File: src/design/adsr_pkg.sv
`default_nettype none

package adsr_pkg;

  // Field and counter widths.
  localparam int TICK_BITS      = 24;
  localparam int SAMPLE_BITS    = 16;
  localparam int AGE_BITS       = TICK_BITS + 1;
  localparam int FRAC_BITS      = 16;
  localparam int LEVEL_BITS     = FRAC_BITS + 1;
  localparam int MUL_B_BITS     = (AGE_BITS > SAMPLE_BITS) ? AGE_BITS : SAMPLE_BITS;
  localparam int PROD_BITS      = LEVEL_BITS + MUL_B_BITS;
  localparam int QUO_BITS       = LEVEL_BITS;
  localparam int REM_BITS       = TICK_BITS + 1;
  localparam int CNT_BITS       = $clog2(QUO_BITS + 1);
  localparam int CFG_INDEX_BITS = 2;
  localparam int CFG_DATA_BITS  = (TICK_BITS > LEVEL_BITS) ? TICK_BITS : LEVEL_BITS;

  localparam logic [LEVEL_BITS-1:0] UNITY = LEVEL_BITS'(1 << FRAC_BITS);

  localparam logic [TICK_BITS-1:0]  ATTACK_RESET  = TICK_BITS'(4800);
  localparam logic [TICK_BITS-1:0]  DECAY_RESET   = TICK_BITS'(24000);
  localparam logic [LEVEL_BITS-1:0] SUSTAIN_RESET = LEVEL_BITS'(39322);
  localparam logic [TICK_BITS-1:0]  RELEASE_RESET = TICK_BITS'(4800);

  typedef enum logic [CFG_INDEX_BITS-1:0] {
    REG_ATTACK  = 2'd0,
    REG_DECAY   = 2'd1,
    REG_SUSTAIN = 2'd2,
    REG_RELEASE = 2'd3
  } reg_index_t;

  // Register values as the datapath sees them; sustain is already limited to unity.
  typedef struct packed {
    logic [TICK_BITS-1:0]  atk_ticks;
    logic [TICK_BITS-1:0]  dec_ticks;
    logic [LEVEL_BITS-1:0] sus_level;
    logic [TICK_BITS-1:0]  rel_ticks;
  } cfg_t;

  typedef struct packed {
    logic busy;
    logic done;
  } div_stat_t;

endpackage

`default_nettype wire

File: src/design/adsr_in_if.sv
`default_nettype none

interface adsr_in_if;
  import adsr_pkg::*;

  logic                          valid;
  logic                          ready;
  logic signed [SAMPLE_BITS-1:0] sample_in;
  logic                          start_note;
  logic                          note_off;

  modport source (output valid, output sample_in, output start_note, output note_off,
                  input ready);
  modport sink (input valid, input sample_in, input start_note, input note_off,
                output ready);
endinterface

`default_nettype wire

File: src/design/adsr_out_if.sv
`default_nettype none

interface adsr_out_if;
  import adsr_pkg::*;

  logic                          valid;
  logic                          ready;
  logic signed [SAMPLE_BITS-1:0] sample_out;
  logic                          alive;

  modport source (output valid, output sample_out, output alive, input ready);
  modport sink (input valid, input sample_out, input alive, output ready);
endinterface

`default_nettype wire

File: src/design/adsr_cfg.sv
`default_nettype none

module adsr_cfg (
  input  wire logic                                 clk,
  input  wire logic                                 rst,
  input  wire logic                                 wr_en,
  input  wire logic [adsr_pkg::CFG_INDEX_BITS-1:0]  index,
  input  wire logic [adsr_pkg::CFG_DATA_BITS-1:0]   data,
  output adsr_pkg::cfg_t                            cfg
);
  import adsr_pkg::*;

  logic [TICK_BITS-1:0]  atk_ticks;
  logic [TICK_BITS-1:0]  dec_ticks;
  logic [LEVEL_BITS-1:0] sus_raw;
  logic [TICK_BITS-1:0]  rel_ticks;

  always_ff @(posedge clk) begin
    if (rst) begin
      atk_ticks <= ATTACK_RESET;
      dec_ticks <= DECAY_RESET;
      sus_raw   <= SUSTAIN_RESET;
      rel_ticks <= RELEASE_RESET;
    end else if (wr_en) begin
      unique case (reg_index_t'(index))
        REG_ATTACK:  atk_ticks <= data[TICK_BITS-1:0];
        REG_DECAY:   dec_ticks <= data[TICK_BITS-1:0];
        REG_SUSTAIN: sus_raw   <= data[LEVEL_BITS-1:0];
        REG_RELEASE: rel_ticks <= data[TICK_BITS-1:0];
        default: ;
      endcase
    end
  end

  // A sustain level above unity behaves as unity.
  always_comb begin
    cfg.atk_ticks = atk_ticks;
    cfg.dec_ticks = dec_ticks;
    cfg.sus_level = (sus_raw > UNITY) ? UNITY : sus_raw;
    cfg.rel_ticks = rel_ticks;
  end

endmodule

`default_nettype wire

File: src/design/adsr_mul.sv
`default_nettype none

module adsr_mul (
  input  wire logic                             clk,
  input  wire logic                             en,
  input  wire logic [adsr_pkg::LEVEL_BITS-1:0]  a,
  input  wire logic [adsr_pkg::MUL_B_BITS-1:0]  b,
  output logic      [adsr_pkg::PROD_BITS-1:0]   prod
);
  import adsr_pkg::*;

  // The product holds while en is low, so later states may read it at leisure.
  always_ff @(posedge clk) begin
    if (en) begin
      prod <= a * b;
    end
  end

endmodule

`default_nettype wire

File: src/design/adsr_div.sv
`default_nettype none

module adsr_div (
  input  wire logic                             clk,
  input  wire logic                             rst,
  input  wire logic                             start,
  input  wire logic [adsr_pkg::PROD_BITS-1:0]   dividend,
  input  wire logic [adsr_pkg::TICK_BITS-1:0]   divisor,
  output logic      [adsr_pkg::QUO_BITS-1:0]    quotient,
  output adsr_pkg::div_stat_t                   stat
);
  import adsr_pkg::*;

  logic [REM_BITS-1:0]  rem;
  logic [QUO_BITS-1:0]  lo;
  logic [CNT_BITS-1:0]  count;
  logic                 busy;
  logic                 done;
  logic [REM_BITS-1:0]  trial;
  logic [REM_BITS:0]    diff;
  logic                 fits;

  // Restoring division, one quotient bit a cycle. The caller guarantees the quotient
  // fits in QUO_BITS, so the upper dividend bits start out below the divisor.
  assign trial = {rem[REM_BITS-2:0], lo[QUO_BITS-1]};
  assign diff  = {1'b0, trial} - {2'b00, divisor};
  assign fits  = ~diff[REM_BITS];

  always_ff @(posedge clk) begin
    if (rst) begin
      busy  <= 1'b0;
      done  <= 1'b0;
      count <= '0;
    end else begin
      done <= 1'b0;
      if (start) begin
        rem   <= REM_BITS'(dividend >> QUO_BITS);
        lo    <= dividend[QUO_BITS-1:0];
        count <= CNT_BITS'(QUO_BITS);
        busy  <= 1'b1;
      end else if (busy) begin
        if (fits) begin
          rem <= diff[REM_BITS-1:0];
        end else begin
          rem <= trial;
        end
        lo    <= {lo[QUO_BITS-2:0], fits};
        count <= count - 1'b1;
        if (count == CNT_BITS'(1)) begin
          busy <= 1'b0;
          done <= 1'b1;
        end
      end
    end
  end

  assign quotient  = lo;
  assign stat.busy = busy;
  assign stat.done = done;

  a_done_after_busy: assert property (@(posedge clk) disable iff (rst)
    done |-> $past(busy))
    else $error("divider finished without running");

  a_start_runs: assert property (@(posedge clk) disable iff (rst)
    start |=> busy)
    else $error("divider did not start");

  a_busy_counts: assert property (@(posedge clk) disable iff (rst)
    busy |-> (count != '0))
    else $error("divider running with no bits left");

endmodule

`default_nettype wire

File: src/design/adsr_envelope_generator_core.sv
`default_nettype none

// Linear ADSR envelope that scales one signed audio sample per request on the dry channel
// and returns the shaped sample with an alive flag on the wet channel. While a note is
// held, the level ramps up over attack_ticks, down to sustain_level over decay_ticks and
// then holds; with note_off set, the level reached last fades to zero over release_ticks,
// after which the output is zero and alive is low. A sample on an attack, decay or release
// ramp passes the planning, divider-start, serial-divide and final states, the divider
// forming each ramp step; a sample at sustain or after the release has ended skips the
// divider states. One request is in work at a time and dry.ready is high only while idle,
// but the result sits in an output register, so a new request may be accepted while the
// previous result still waits on wet. Configuration writes must be made while idle.

module adsr_envelope_generator_core (
  input  wire logic                                 clk,
  input  wire logic                                 rst,
  input  wire logic                                 cfg_wr_en,
  input  wire logic [adsr_pkg::CFG_INDEX_BITS-1:0]  cfg_index,
  input  wire logic [adsr_pkg::CFG_DATA_BITS-1:0]   cfg_data,
  adsr_in_if.sink                                   dry,
  adsr_out_if.source                                wet
);
  import adsr_pkg::*;

  typedef enum logic [4:0] {
    ST_IDLE   = 5'b00001,
    ST_PLAN   = 5'b00010,
    ST_DSTART = 5'b00100,
    ST_DIV    = 5'b01000,
    ST_FIN    = 5'b10000
  } state_t;

  typedef enum logic [1:0] {
    PH_ATTACK  = 2'd0,
    PH_DECAY   = 2'd1,
    PH_RELEASE = 2'd2
  } phase_t;

  localparam int RES_BITS = PROD_BITS - FRAC_BITS;
  localparam logic [RES_BITS-1:0]  POS_LIM   = RES_BITS'((1 << (SAMPLE_BITS - 1)) - 1);
  localparam logic [RES_BITS-1:0]  NEG_LIM   = RES_BITS'(1 << (SAMPLE_BITS - 1));
  localparam logic [PROD_BITS-1:0] ROUND_ADD = PROD_BITS'((1 << FRAC_BITS) - 1);
  localparam logic signed [SAMPLE_BITS-1:0] SAMPLE_MAX = {1'b0, {(SAMPLE_BITS-1){1'b1}}};
  localparam logic signed [SAMPLE_BITS-1:0] SAMPLE_MIN = {1'b1, {(SAMPLE_BITS-1){1'b0}}};

  cfg_t                           cfg;
  state_t                         state;
  phase_t                         phase;

  // Envelope state.
  logic [AGE_BITS-1:0]            note_age;
  logic [AGE_BITS-1:0]            fade_age;
  logic [LEVEL_BITS-1:0]          env_level;

  // The request in work.
  logic signed [SAMPLE_BITS-1:0]  smp;
  logic                           req_off;
  logic                           res_zero;

  // Output register.
  logic                           wet_valid;
  logic signed [SAMPLE_BITS-1:0]  wet_sample;
  logic                           wet_alive;

  // Shared multiplier and divider.
  logic                           mul_en;
  logic [LEVEL_BITS-1:0]          mul_a;
  logic [MUL_B_BITS-1:0]          mul_b;
  logic [PROD_BITS-1:0]           mul_prod;
  logic                           div_start;
  logic [TICK_BITS-1:0]           divisor;
  logic [QUO_BITS-1:0]            quotient;
  div_stat_t                      div_stat;

  // Decisions taken in the planning state.
  logic [AGE_BITS-1:0]            rel_inc;
  logic                           rel_done;
  logic [AGE_BITS-1:0]            rel_left;
  logic                           in_attack;
  logic [AGE_BITS-1:0]            age_off;
  logic                           in_decay;

  logic                           smp_neg;
  logic [SAMPLE_BITS-1:0]         smp_mag;
  logic [LEVEL_BITS-1:0]          lvl_new;
  logic [PROD_BITS-1:0]           rnd;
  logic [RES_BITS-1:0]            mag_r;
  logic signed [SAMPLE_BITS-1:0]  scaled;

  adsr_cfg u_cfg (
    .clk   (clk),
    .rst   (rst),
    .wr_en (cfg_wr_en),
    .index (cfg_index),
    .data  (cfg_data),
    .cfg   (cfg)
  );

  adsr_mul u_mul (
    .clk  (clk),
    .en   (mul_en),
    .a    (mul_a),
    .b    (mul_b),
    .prod (mul_prod)
  );

  adsr_div u_div (
    .clk      (clk),
    .rst      (rst),
    .start    (div_start),
    .dividend (mul_prod),
    .divisor  (divisor),
    .quotient (quotient),
    .stat     (div_stat)
  );

  // The release counter saturates rather than wrapping. The release has ended once
  // the counter reaches the release length, which also covers a zero length.
  assign rel_inc   = (fade_age == '1) ? fade_age : fade_age + 1'b1;
  assign rel_done  = (rel_inc >= {1'b0, cfg.rel_ticks});
  assign rel_left  = {1'b0, cfg.rel_ticks} - rel_inc;

  // A zero-length attack or decay is skipped by these compares.
  assign in_attack = (note_age < {1'b0, cfg.atk_ticks});
  assign age_off   = note_age - {1'b0, cfg.atk_ticks};
  assign in_decay  = (age_off < {1'b0, cfg.dec_ticks});

  assign smp_neg   = smp[SAMPLE_BITS-1];
  assign smp_mag   = smp_neg ? (~smp + 1'b1) : smp;

  always_comb begin
    unique case (phase)
      PH_ATTACK:  divisor = cfg.atk_ticks;
      PH_DECAY:   divisor = cfg.dec_ticks;
      PH_RELEASE: divisor = cfg.rel_ticks;
      default:    divisor = cfg.rel_ticks;
    endcase
  end

  // On the decay ramp the divider yields the drop below unity; elsewhere the level itself.
  assign lvl_new = (phase == PH_DECAY) ? (UNITY - quotient) : quotient;

  // On a ramp the multiplier first forms the ramp numerator, then the sample times the level.
  always_comb begin
    mul_en = 1'b0;
    mul_a  = '0;
    mul_b  = '0;
    if (state == ST_PLAN) begin
      if (req_off) begin
        if (!rel_done) begin
          mul_en = 1'b1;
          mul_a  = env_level;
          mul_b  = MUL_B_BITS'(rel_left);
        end
      end else if (in_attack) begin
        mul_en = 1'b1;
        mul_a  = UNITY;
        mul_b  = MUL_B_BITS'(note_age);
      end else if (in_decay) begin
        mul_en = 1'b1;
        mul_a  = UNITY - cfg.sus_level;
        mul_b  = MUL_B_BITS'(age_off);
      end else begin
        mul_en = 1'b1;
        mul_a  = cfg.sus_level;
        mul_b  = MUL_B_BITS'(smp_mag);
      end
    end else if (state == ST_DIV && div_stat.done) begin
      mul_en = 1'b1;
      mul_a  = lvl_new;
      mul_b  = MUL_B_BITS'(smp_mag);
    end
  end

  assign div_start = (state == ST_DSTART);

  // The product is of the magnitude; a negative sample rounds its magnitude up, which
  // floors the signed result towards minus infinity. The result is then saturated.
  assign rnd   = mul_prod + (smp_neg ? ROUND_ADD : '0);
  assign mag_r = rnd[PROD_BITS-1:FRAC_BITS];

  always_comb begin
    if (!smp_neg) begin
      scaled = (mag_r > POS_LIM) ? SAMPLE_MAX : mag_r[SAMPLE_BITS-1:0];
    end else begin
      scaled = (mag_r > NEG_LIM) ? SAMPLE_MIN : SAMPLE_BITS'(~mag_r[SAMPLE_BITS-1:0] + 1'b1);
    end
  end

  always_ff @(posedge clk) begin
    if (rst) begin
      state     <= ST_IDLE;
      phase     <= PH_ATTACK;
      note_age  <= '0;
      fade_age  <= '0;
      env_level <= '0;
      req_off   <= 1'b0;
      res_zero  <= 1'b0;
      wet_valid <= 1'b0;
    end else begin
      // A result taken while the next one is being loaded is replaced in the final state.
      if (wet_valid && wet.ready && (state != ST_FIN)) begin
        wet_valid <= 1'b0;
      end
      unique case (state)
        ST_IDLE: begin
          if (dry.valid) begin
            smp     <= dry.sample_in;
            req_off <= dry.note_off;
            // A new note restarts both ages but keeps the level of the last note.
            if (dry.start_note) begin
              note_age <= '0;
              fade_age <= '0;
            end
            state <= ST_PLAN;
          end
        end
        ST_PLAN: begin
          res_zero <= req_off && rel_done;
          if (req_off) begin
            fade_age <= rel_inc;
            if (rel_done) begin
              state <= ST_FIN;
            end else begin
              phase <= PH_RELEASE;
              state <= ST_DSTART;
            end
          end else if (in_attack) begin
            phase    <= PH_ATTACK;
            note_age <= note_age + 1'b1;
            state    <= ST_DSTART;
          end else if (in_decay) begin
            phase    <= PH_DECAY;
            note_age <= note_age + 1'b1;
            state    <= ST_DSTART;
          end else begin
            env_level <= cfg.sus_level;
            state     <= ST_FIN;
          end
        end
        ST_DSTART: begin
          state <= ST_DIV;
        end
        ST_DIV: begin
          if (div_stat.done) begin
            // The release gain scales the frozen level and does not replace it.
            if (phase != PH_RELEASE) begin
              env_level <= lvl_new;
            end
            state <= ST_FIN;
          end
        end
        ST_FIN: begin
          if (!wet_valid || wet.ready) begin
            wet_valid  <= 1'b1;
            wet_sample <= res_zero ? '0 : scaled;
            wet_alive  <= ~res_zero;
            state      <= ST_IDLE;
          end
        end
        default: begin
          state <= ST_IDLE;
        end
      endcase
    end
  end

  assign dry.ready      = (state == ST_IDLE);
  assign wet.valid      = wet_valid;
  assign wet.sample_out = wet_sample;
  assign wet.alive      = wet_alive;

  a_accept_plans: assert property (@(posedge clk) disable iff (rst)
    (dry.valid && dry.ready) |=> (state == ST_PLAN))
    else $error("accepted request did not enter planning");

  a_level_unity: assert property (@(posedge clk) disable iff (rst)
    env_level <= UNITY)
    else $error("envelope level above unity");

  a_dead_is_silent: assert property (@(posedge clk) disable iff (rst)
    (wet.valid && !wet.alive) |-> (wet.sample_out == '0))
    else $error("finished release gave a non-zero sample");

endmodule

`default_nettype wire
File: src/flat_wrapper.sv
// flat-port wrapper written by rule: the top's interface ports become plain ports
module adsr_envelope_generator_core_flat import adsr_pkg::*;
  (clk, rst, cfg_wr_en, cfg_index, cfg_data, dry_valid, dry_sample_in, dry_start_note, dry_note_off, dry_ready, wet_valid, wet_sample_out, wet_alive, wet_ready);
  adsr_in_if dry_i ();
  adsr_out_if wet_i ();
  input  wire logic clk;
  input  wire logic rst;
  input  wire logic cfg_wr_en;
  input  wire logic [adsr_pkg::CFG_INDEX_BITS-1:0] cfg_index;
  input  wire logic [adsr_pkg::CFG_DATA_BITS-1:0] cfg_data;
  input wire logic [$bits(dry_i.valid)-1:0] dry_valid;
  input wire logic [$bits(dry_i.sample_in)-1:0] dry_sample_in;
  input wire logic [$bits(dry_i.start_note)-1:0] dry_start_note;
  input wire logic [$bits(dry_i.note_off)-1:0] dry_note_off;
  output wire logic [$bits(dry_i.ready)-1:0] dry_ready;
  output wire logic [$bits(wet_i.valid)-1:0] wet_valid;
  output wire logic [$bits(wet_i.sample_out)-1:0] wet_sample_out;
  output wire logic [$bits(wet_i.alive)-1:0] wet_alive;
  input wire logic [$bits(wet_i.ready)-1:0] wet_ready;
  assign dry_i.valid = dry_valid;
  assign dry_i.sample_in = dry_sample_in;
  assign dry_i.start_note = dry_start_note;
  assign dry_i.note_off = dry_note_off;
  assign dry_ready = dry_i.ready;
  assign wet_valid = wet_i.valid;
  assign wet_sample_out = wet_i.sample_out;
  assign wet_alive = wet_i.alive;
  assign wet_i.ready = wet_ready;
  adsr_envelope_generator_core u_core (.clk(clk), .rst(rst), .cfg_wr_en(cfg_wr_en), .cfg_index(cfg_index), .cfg_data(cfg_data), .dry(dry_i), .wet(wet_i));
endmodule
File: config.mk
export PLATFORM = sky130hd
export DESIGN_NAME = adsr_envelope_generator_core_flat
export DESIGN_NICKNAME = d
export VERILOG_FILES = /design/src/design/adsr_pkg.sv /design/src/design/adsr_in_if.sv /design/src/design/adsr_out_if.sv /design/src/design/adsr_cfg.sv /design/src/design/adsr_mul.sv /design/src/design/adsr_div.sv /design/src/design/adsr_envelope_generator_core.sv /design/src/flat_wrapper.sv
export SDC_FILE = /design/constraint.sdc
export NUM_CORES = 2
export LEC_CHECK = 0
export BUFFER_PORTS_ARGS = -buffer_cell sky130_fd_sc_hd__buf_4
export CAP_MARGIN = 20
export CORE_ASPECT_RATIO = 0.75
export CORE_MARGIN = 5
export CORE_UTILIZATION = 66
export DETAILED_ROUTE_END_ITERATION = 10
export PLACE_DENSITY = 0.86
export SLEW_MARGIN = 20
export SYNTH_ARGS = -nofsm -noshare
export SYNTH_HDL_FRONTEND = slang
export SYNTH_SLANG_ARGS = --single-unit
File: constraint.sdc
create_clock -name clk -period 11.7 [get_ports clk]
set_clock_uncertainty 0.2 [all_clocks]
set_input_delay 3.51 -clock clk [delete_from_list [all_inputs] [get_ports clk]]
set_output_delay 3.51 -clock clk [all_outputs]
set_load 0.05 [all_outputs]
# == After elaboration in Yosys (flattened, before gate mapping) ==
# Index checks and enable logic that the tools add are counted.
# classes
n_reduce_logical,27
n_mul,1
n_eq_ne,24
n_addsub,11
mux,65
bitwise,6
n_lt_le_gt_ge,6
# op_table
op,count
$mux W25,12
$mux W17,15
$pmux W25 S2,2
$mux W16,6
$mux W24,3
$add A25 B1 Y25 const B,2
$lt A25 B24 Y1,2
$pmux W24 S2,1
$mux W5,9
$add A42 B16 Y42,1
$mul A17 B25 Y42,1
$pmux W17 S2,1
$sub A17 B17 Y17 const A,2
$add A16 B1 Y16 const B,2
$not A16 Y16,2
$gt A26 B15 Y1 const B,1
$gt A26 B16 Y1 const B,1
$sub A25 B24 Y26,1
$eq A25 B25 Y1 const B,1
$ge A25 B24 Y1,1
$pmux W5 S5,1
$sub A24 B25 Y25,1
$sub A25 B24 Y25,1
$ne A2 B2 Y1 const B,9
other kinds (28),62
# totals
reg_bits,289
wordCells,162
output_inout_bits,19
inputBits,49

# == Logic depth before layout (Yosys ltp) ==
# logic_depth
ltp_word,8
depth_mapped,49
mapped_depth_nobuf,45

# == By module ==
# From an unflattened synthesis, not the netlist that was laid out.
# hier_totals
cells_unflattened,4124
area_unflattened_um2,34261.6
# modules_own_cells
module,cells_each,area_per_inst_um2,seq_area_each_um2,n_inst
adsr_mul,1679,15077.0,1261.2,1
adsr_envelope_generator_core,1634,12159.2,2532.4,1
adsr_div,395,3697.3,1371.3,1
adsr_cfg,416,3328.2,1781.7,1

# == Worst setup path before layout ==
# No wires, ideal clock.
# synth_timing
path_type,reg-to-reg
from,register u_core.fade_age[2]
to,register u_core.u_mul.prod[40] (netlist bit) (data pin)
setup_slack_ns,1.065
path_buffers,6
setup_ns,0.258
synth_period_minus_slack_ns,10.635
required_ns,11.242
t_arrival_ns,10.178
path_stages_with_launch,47
cell_sequence,dfxtp_1 > buf_2 > nand4_1 > or4_1 > nor4_2 > a2111oi_0 > and3_1 > buf_2 > and3_1 > xnor2_1 > ha_1 > and3_1 > nand2_1 > nor2_1 > nand2_1 > a211oi_1 > nor3_1 > nor3_1 > (+11 left out) > inv_1 > fa_1 > fa_1 > inv_1 > fa_1 > inv_1 > ha_1 > clkbuf_1 > a21oi_1 > o21ai_0 > a221oi_1 > o21ai_0 > a31oi_1 > o21ai_0 > o41ai_1 > o21bai_1 > a21oi_1 > xnor2_1
# synth_via
elab_chain_len,7
elab_cells_between_ends,12
cone_classes,add/sub: 2; mul: 1; order compare: 1; eq/ne: 1; mux: 7
# synth_rtl
element,line,text
from (decl),adsr_envelope_generator_core.sv:52,logic [AGE_BITS-1:0] fade_age;
from (signal assigned),adsr_envelope_generator_core.sv:221,fade_age <= rel_inc;
$add A25 B1 Y25 or $eq A25 B25 Y1 (tied branches),adsr_envelope_generator_core.sv:119,assign rel_inc = (fade_age == '1) ? fade_age : fade_age + 1'b1;
$mux W25 (*),adsr_envelope_generator_core.sv:119,
$sub A24 B25 Y25 or $ge A25 B24 Y1 (tied branches),"adsr_envelope_generator_core.sv:121, adsr_envelope_generator_core.sv:120",
$mux W25 or $mux W17 (tied branches),adsr_envelope_generator_core.sv:150,if (!rel_done) begin
$mux W25 or $mux W17 (tied branches),adsr_envelope_generator_core.sv:149,if (req_off) begin
$mux W25 or $mux W17 (tied branches),adsr_envelope_generator_core.sv:148,if (state == ST_PLAN) begin
$mul A17 B25 Y42 (*),adsr_mul.sv:15,prod <= a * b;
to (signal assigned),adsr_mul.sv:15,
to (decl),adsr_mul.sv:8,output logic [adsr_pkg::PROD_BITS-1:0] prod
# Every way passes the cells marked *; elsewhere a longest branch is shown, timed or not.
# A chain may end at the register's enable or synchronous reset.

# == Final worst setup path ==
# layout_timing
from,register u_core.fade_age[4]
to,register u_core.u_mul.prod[40] (netlist bit) (data pin)
# Same word-level chain as after synthesis.

==> qor.yml <==
hold-path-cell-count: 2
critPathSlowestCell: "fa_1"
arrival_ns: 11.50
finalSetupViolations: 0
finalCritPeriodShare_pct: 97.4
synth_flop_cell: "dfxtp_1"
cts_tree: "done"
initial_utilization_pct: 66.5
reg2reg_depth: 42
cts-root-buf: "clkbuf_16"
hold_start: "u_core.u_cfg.atk_ticks[13]"
worstPathRequired_ns: 11.81
synth_area_mm2: 0.0332
seq_area_frac_synth_pct: 20.9
r2r_start: "u_core.fade_age[4]"
fmax_ghz: 0.0878
endpoint_kind: "flip-flop"
gp_congestion: 1.07
cts_buffers: 28
synthArstFlopShare_pct: 0
worst_pin_slew_ns: 1.30
die_w_um: 269
grt_usage_pct: 37.1
die_area_mm2: 0.0549
final_hold_viol_count: 0
wl_per_cell_um: 22.5
antenna_found_initial: 3
hold_buffers: 0
wirelength_mm: 106
leakage_nw: 16.0
start_kind: "flip-flop"
synth_top_area_share_pct: 20.9
vias: 30303
first_global_vias: 28192
viasPerCell: 6.45
core_area_mm2: 0.0499
crit_top_cell: "fa_1"
drc_errors: 2
drt-initial-drc-count: 4813
holdPathEnd: "u_core.u_cfg.atk_ticks[13]"
dp_hpwl_mm: 82.2
avgSynthCellArea_um2: 8.34
synth_warnings: 0
netlist_instances: 3980
ir_worst_vdd_mv: 0.120
io_pins: 68
relSlewSlack_pct: 13.1
drv_slew: 0
r2r_end: "u_core.u_mul.prod[40]"
path_delay_family: "adder cells"
slowest_delay_ns: 0.54
clockBufferDepth: 3
fin_area_mm2: 0.0361
outcome: "finished, violations left"
numClockSinks: 289
drt_pass1_iterations: 11
synth_top_area_cell: "fa_1"
path_class: "reg -> reg"
cts.reportedPaths.clkPinSlew_ns: 0.07
portBuffers: 67
grt_overflow_total: 0
hold_path_class: "reg -> reg"
reg2reg_slack_ns: 0.31
final_common_cell: "nand2_1"
violations: "design-rule violations"
num_rows: 71
synth_area_leaders: "fa_1 (21%), edfxtp_1 (10%), dfxtp_1 (10%)"
grt_pass1_wl_mm: 160
drv_cap: 0
clock_latency_ns: 0.59
fp.dieH_um: 204
syn-num-nets: 4611
ys_seq_elements: 289
critPathBufInv: 9
fin_nets: 4652
synthDistinctLibCells: 100
crit_path_max_fanout: 9
power_density_mw_per_mm2: 65.5
grt_start_max_net_pins: 119
ant_nets: 0
placed_cell_area_mm2: 0.0346
drive_gt1_share_pct: 8.78
synth_edf_count: 116
area_growth_pct: 8.79
setup_tns_ns: 0
htreeDepth: 1
period_needed_ns: 11.39
final_cell_mix: "nand2_1 (651), inv_1 (486), fa_1 (347)"
## metal layers
layer,vias up,wire [um],track usage [%]
li1,13299,-,-
met1,14397,41200,54.2
met2,2243,42000,51.5
met3,358,18400,15.2
met4,6,3890,9.46
met5,-,67,0
## kinds of logic after synthesis
family	after synthesis	share of synthesized area, %
AND/OR/NAND/NOR	1436	19.9
multiplexers	43	1.31
adder cells (fa/ha/maj)	582	29.8
XOR/XNOR	192	5.06
flip-flops	289	20.9
AO/OA/AOI/OAI	762	15.0
buffers and inverters	676	8.01
## where the power goes
group	leakage (nW)	internal (mW)	switching (mW)
clock	0.453	0.520	0.438
sequential	2.51	1.06	0.0221
combinational	13.0	0.110	0.214
total	16.0	1.69	0.674
## layout make-up
cell class,instances,area (um^2)
diodes,1,2.50
clock buffers,30,729
clock inverters,21,199
fillers,3688,13800
inverters,488,1830
multi-input cells,3016,24000
flip-flops and latches,289,6960
well taps,657,822
repair buffers,198,1610
## registers in the layout, summed over array words and instances, names as in the netlist, 2 cells and up
name and flops:
u_core.u_div.rem 24, u_core.wet.sample_out 16, u_core.fade_age 25, u_core.phase 2, u_core.smp 16, u_core.u_cfg.sus_raw 17, u_core.env_level 17, u_core.u_mul.prod 42
u_core.u_cfg.rel_ticks 24, u_core.note_age 25, u_core.u_div.count 5, u_core.u_cfg.atk_ticks 24, u_core.u_cfg.dec_ticks 24, u_core.state 5, u_core.u_div.quotient 17
## how the worst max path moves through the flow
stage	from	depth (start not counted)	slack [ns]	end
4_1_cts	u_core.fade_age[2]	39	0.004	u_core.u_mul.prod[39]
3_5_place_dp	u_core.note_age[0]	45	-0.12	u_core.u_mul.prod[40]
2_1_floorplan	u_core.fade_age[2]	46	1.06	u_core.u_mul.prod[40]
3_3_place_gp	u_core.note_age[0]	41	0.07	u_core.u_mul.prod[40]
6_report	u_core.fade_age[4]	42	0.31	u_core.u_mul.prod[40]
5_1_grt	u_core.fade_age[19]	41	-0.06	u_core.u_mul.prod[40]
## synth_stat cells (31+ instances only)
library cell and number:
nand4_1 34, clkbuf_1 108, a21oi_1 293, a31oi_1 34
xor2_1 67, nand2_1 652, and2_1 130, dfxtp_1 173
nor2b_1 31, mux2i_1 40, nand2b_1 32, buf_2 58
nand3_1 70, inv_1 486, fa_1 347, xnor2_1 125
and3_1 42, ha_1 235, nor3_1 69, a21o_1 57
edfxtp_1 116, o21ai_0 107, a211oi_1 46, nor2_1 280
## stage by stage
stage	worst slack [ns]	cells	utilization [%]	power, mW	hold slack [ns]
after global placement	0.0654	4625	69.3	1.39	0.257
after detailed placement	-0.116	4626	69.3	1.40	0.266
after floorplan	1.06	3980	-	1.29	0.244
final	0.310	4700	72.4	2.37	0.276
after global routing	-0.0605	4699	72.4	2.42	0.300
after CTS	0.00426	4677	71.2	2.33	0.275
## timing repair
| action | 4_1_cts | 5_1_grt |
|---|---|---|
| setup endpoints to repair | 5 | 19 |
| cloned | 0 | 1 |
| gates resized for setup | 5 | 67 |
| pin swaps | 0 | 28 |
| buffers inserted | 0 | 20 |
## worst min-delay path: cells and delay by family (launching register included)
family | cells | cell delay (ns)
simple gates | 1 | 0.06
flops | 1 | 0.32
compound gates | 1 | 0.05
Note: power is estimated with default switching activity, not from simulation.
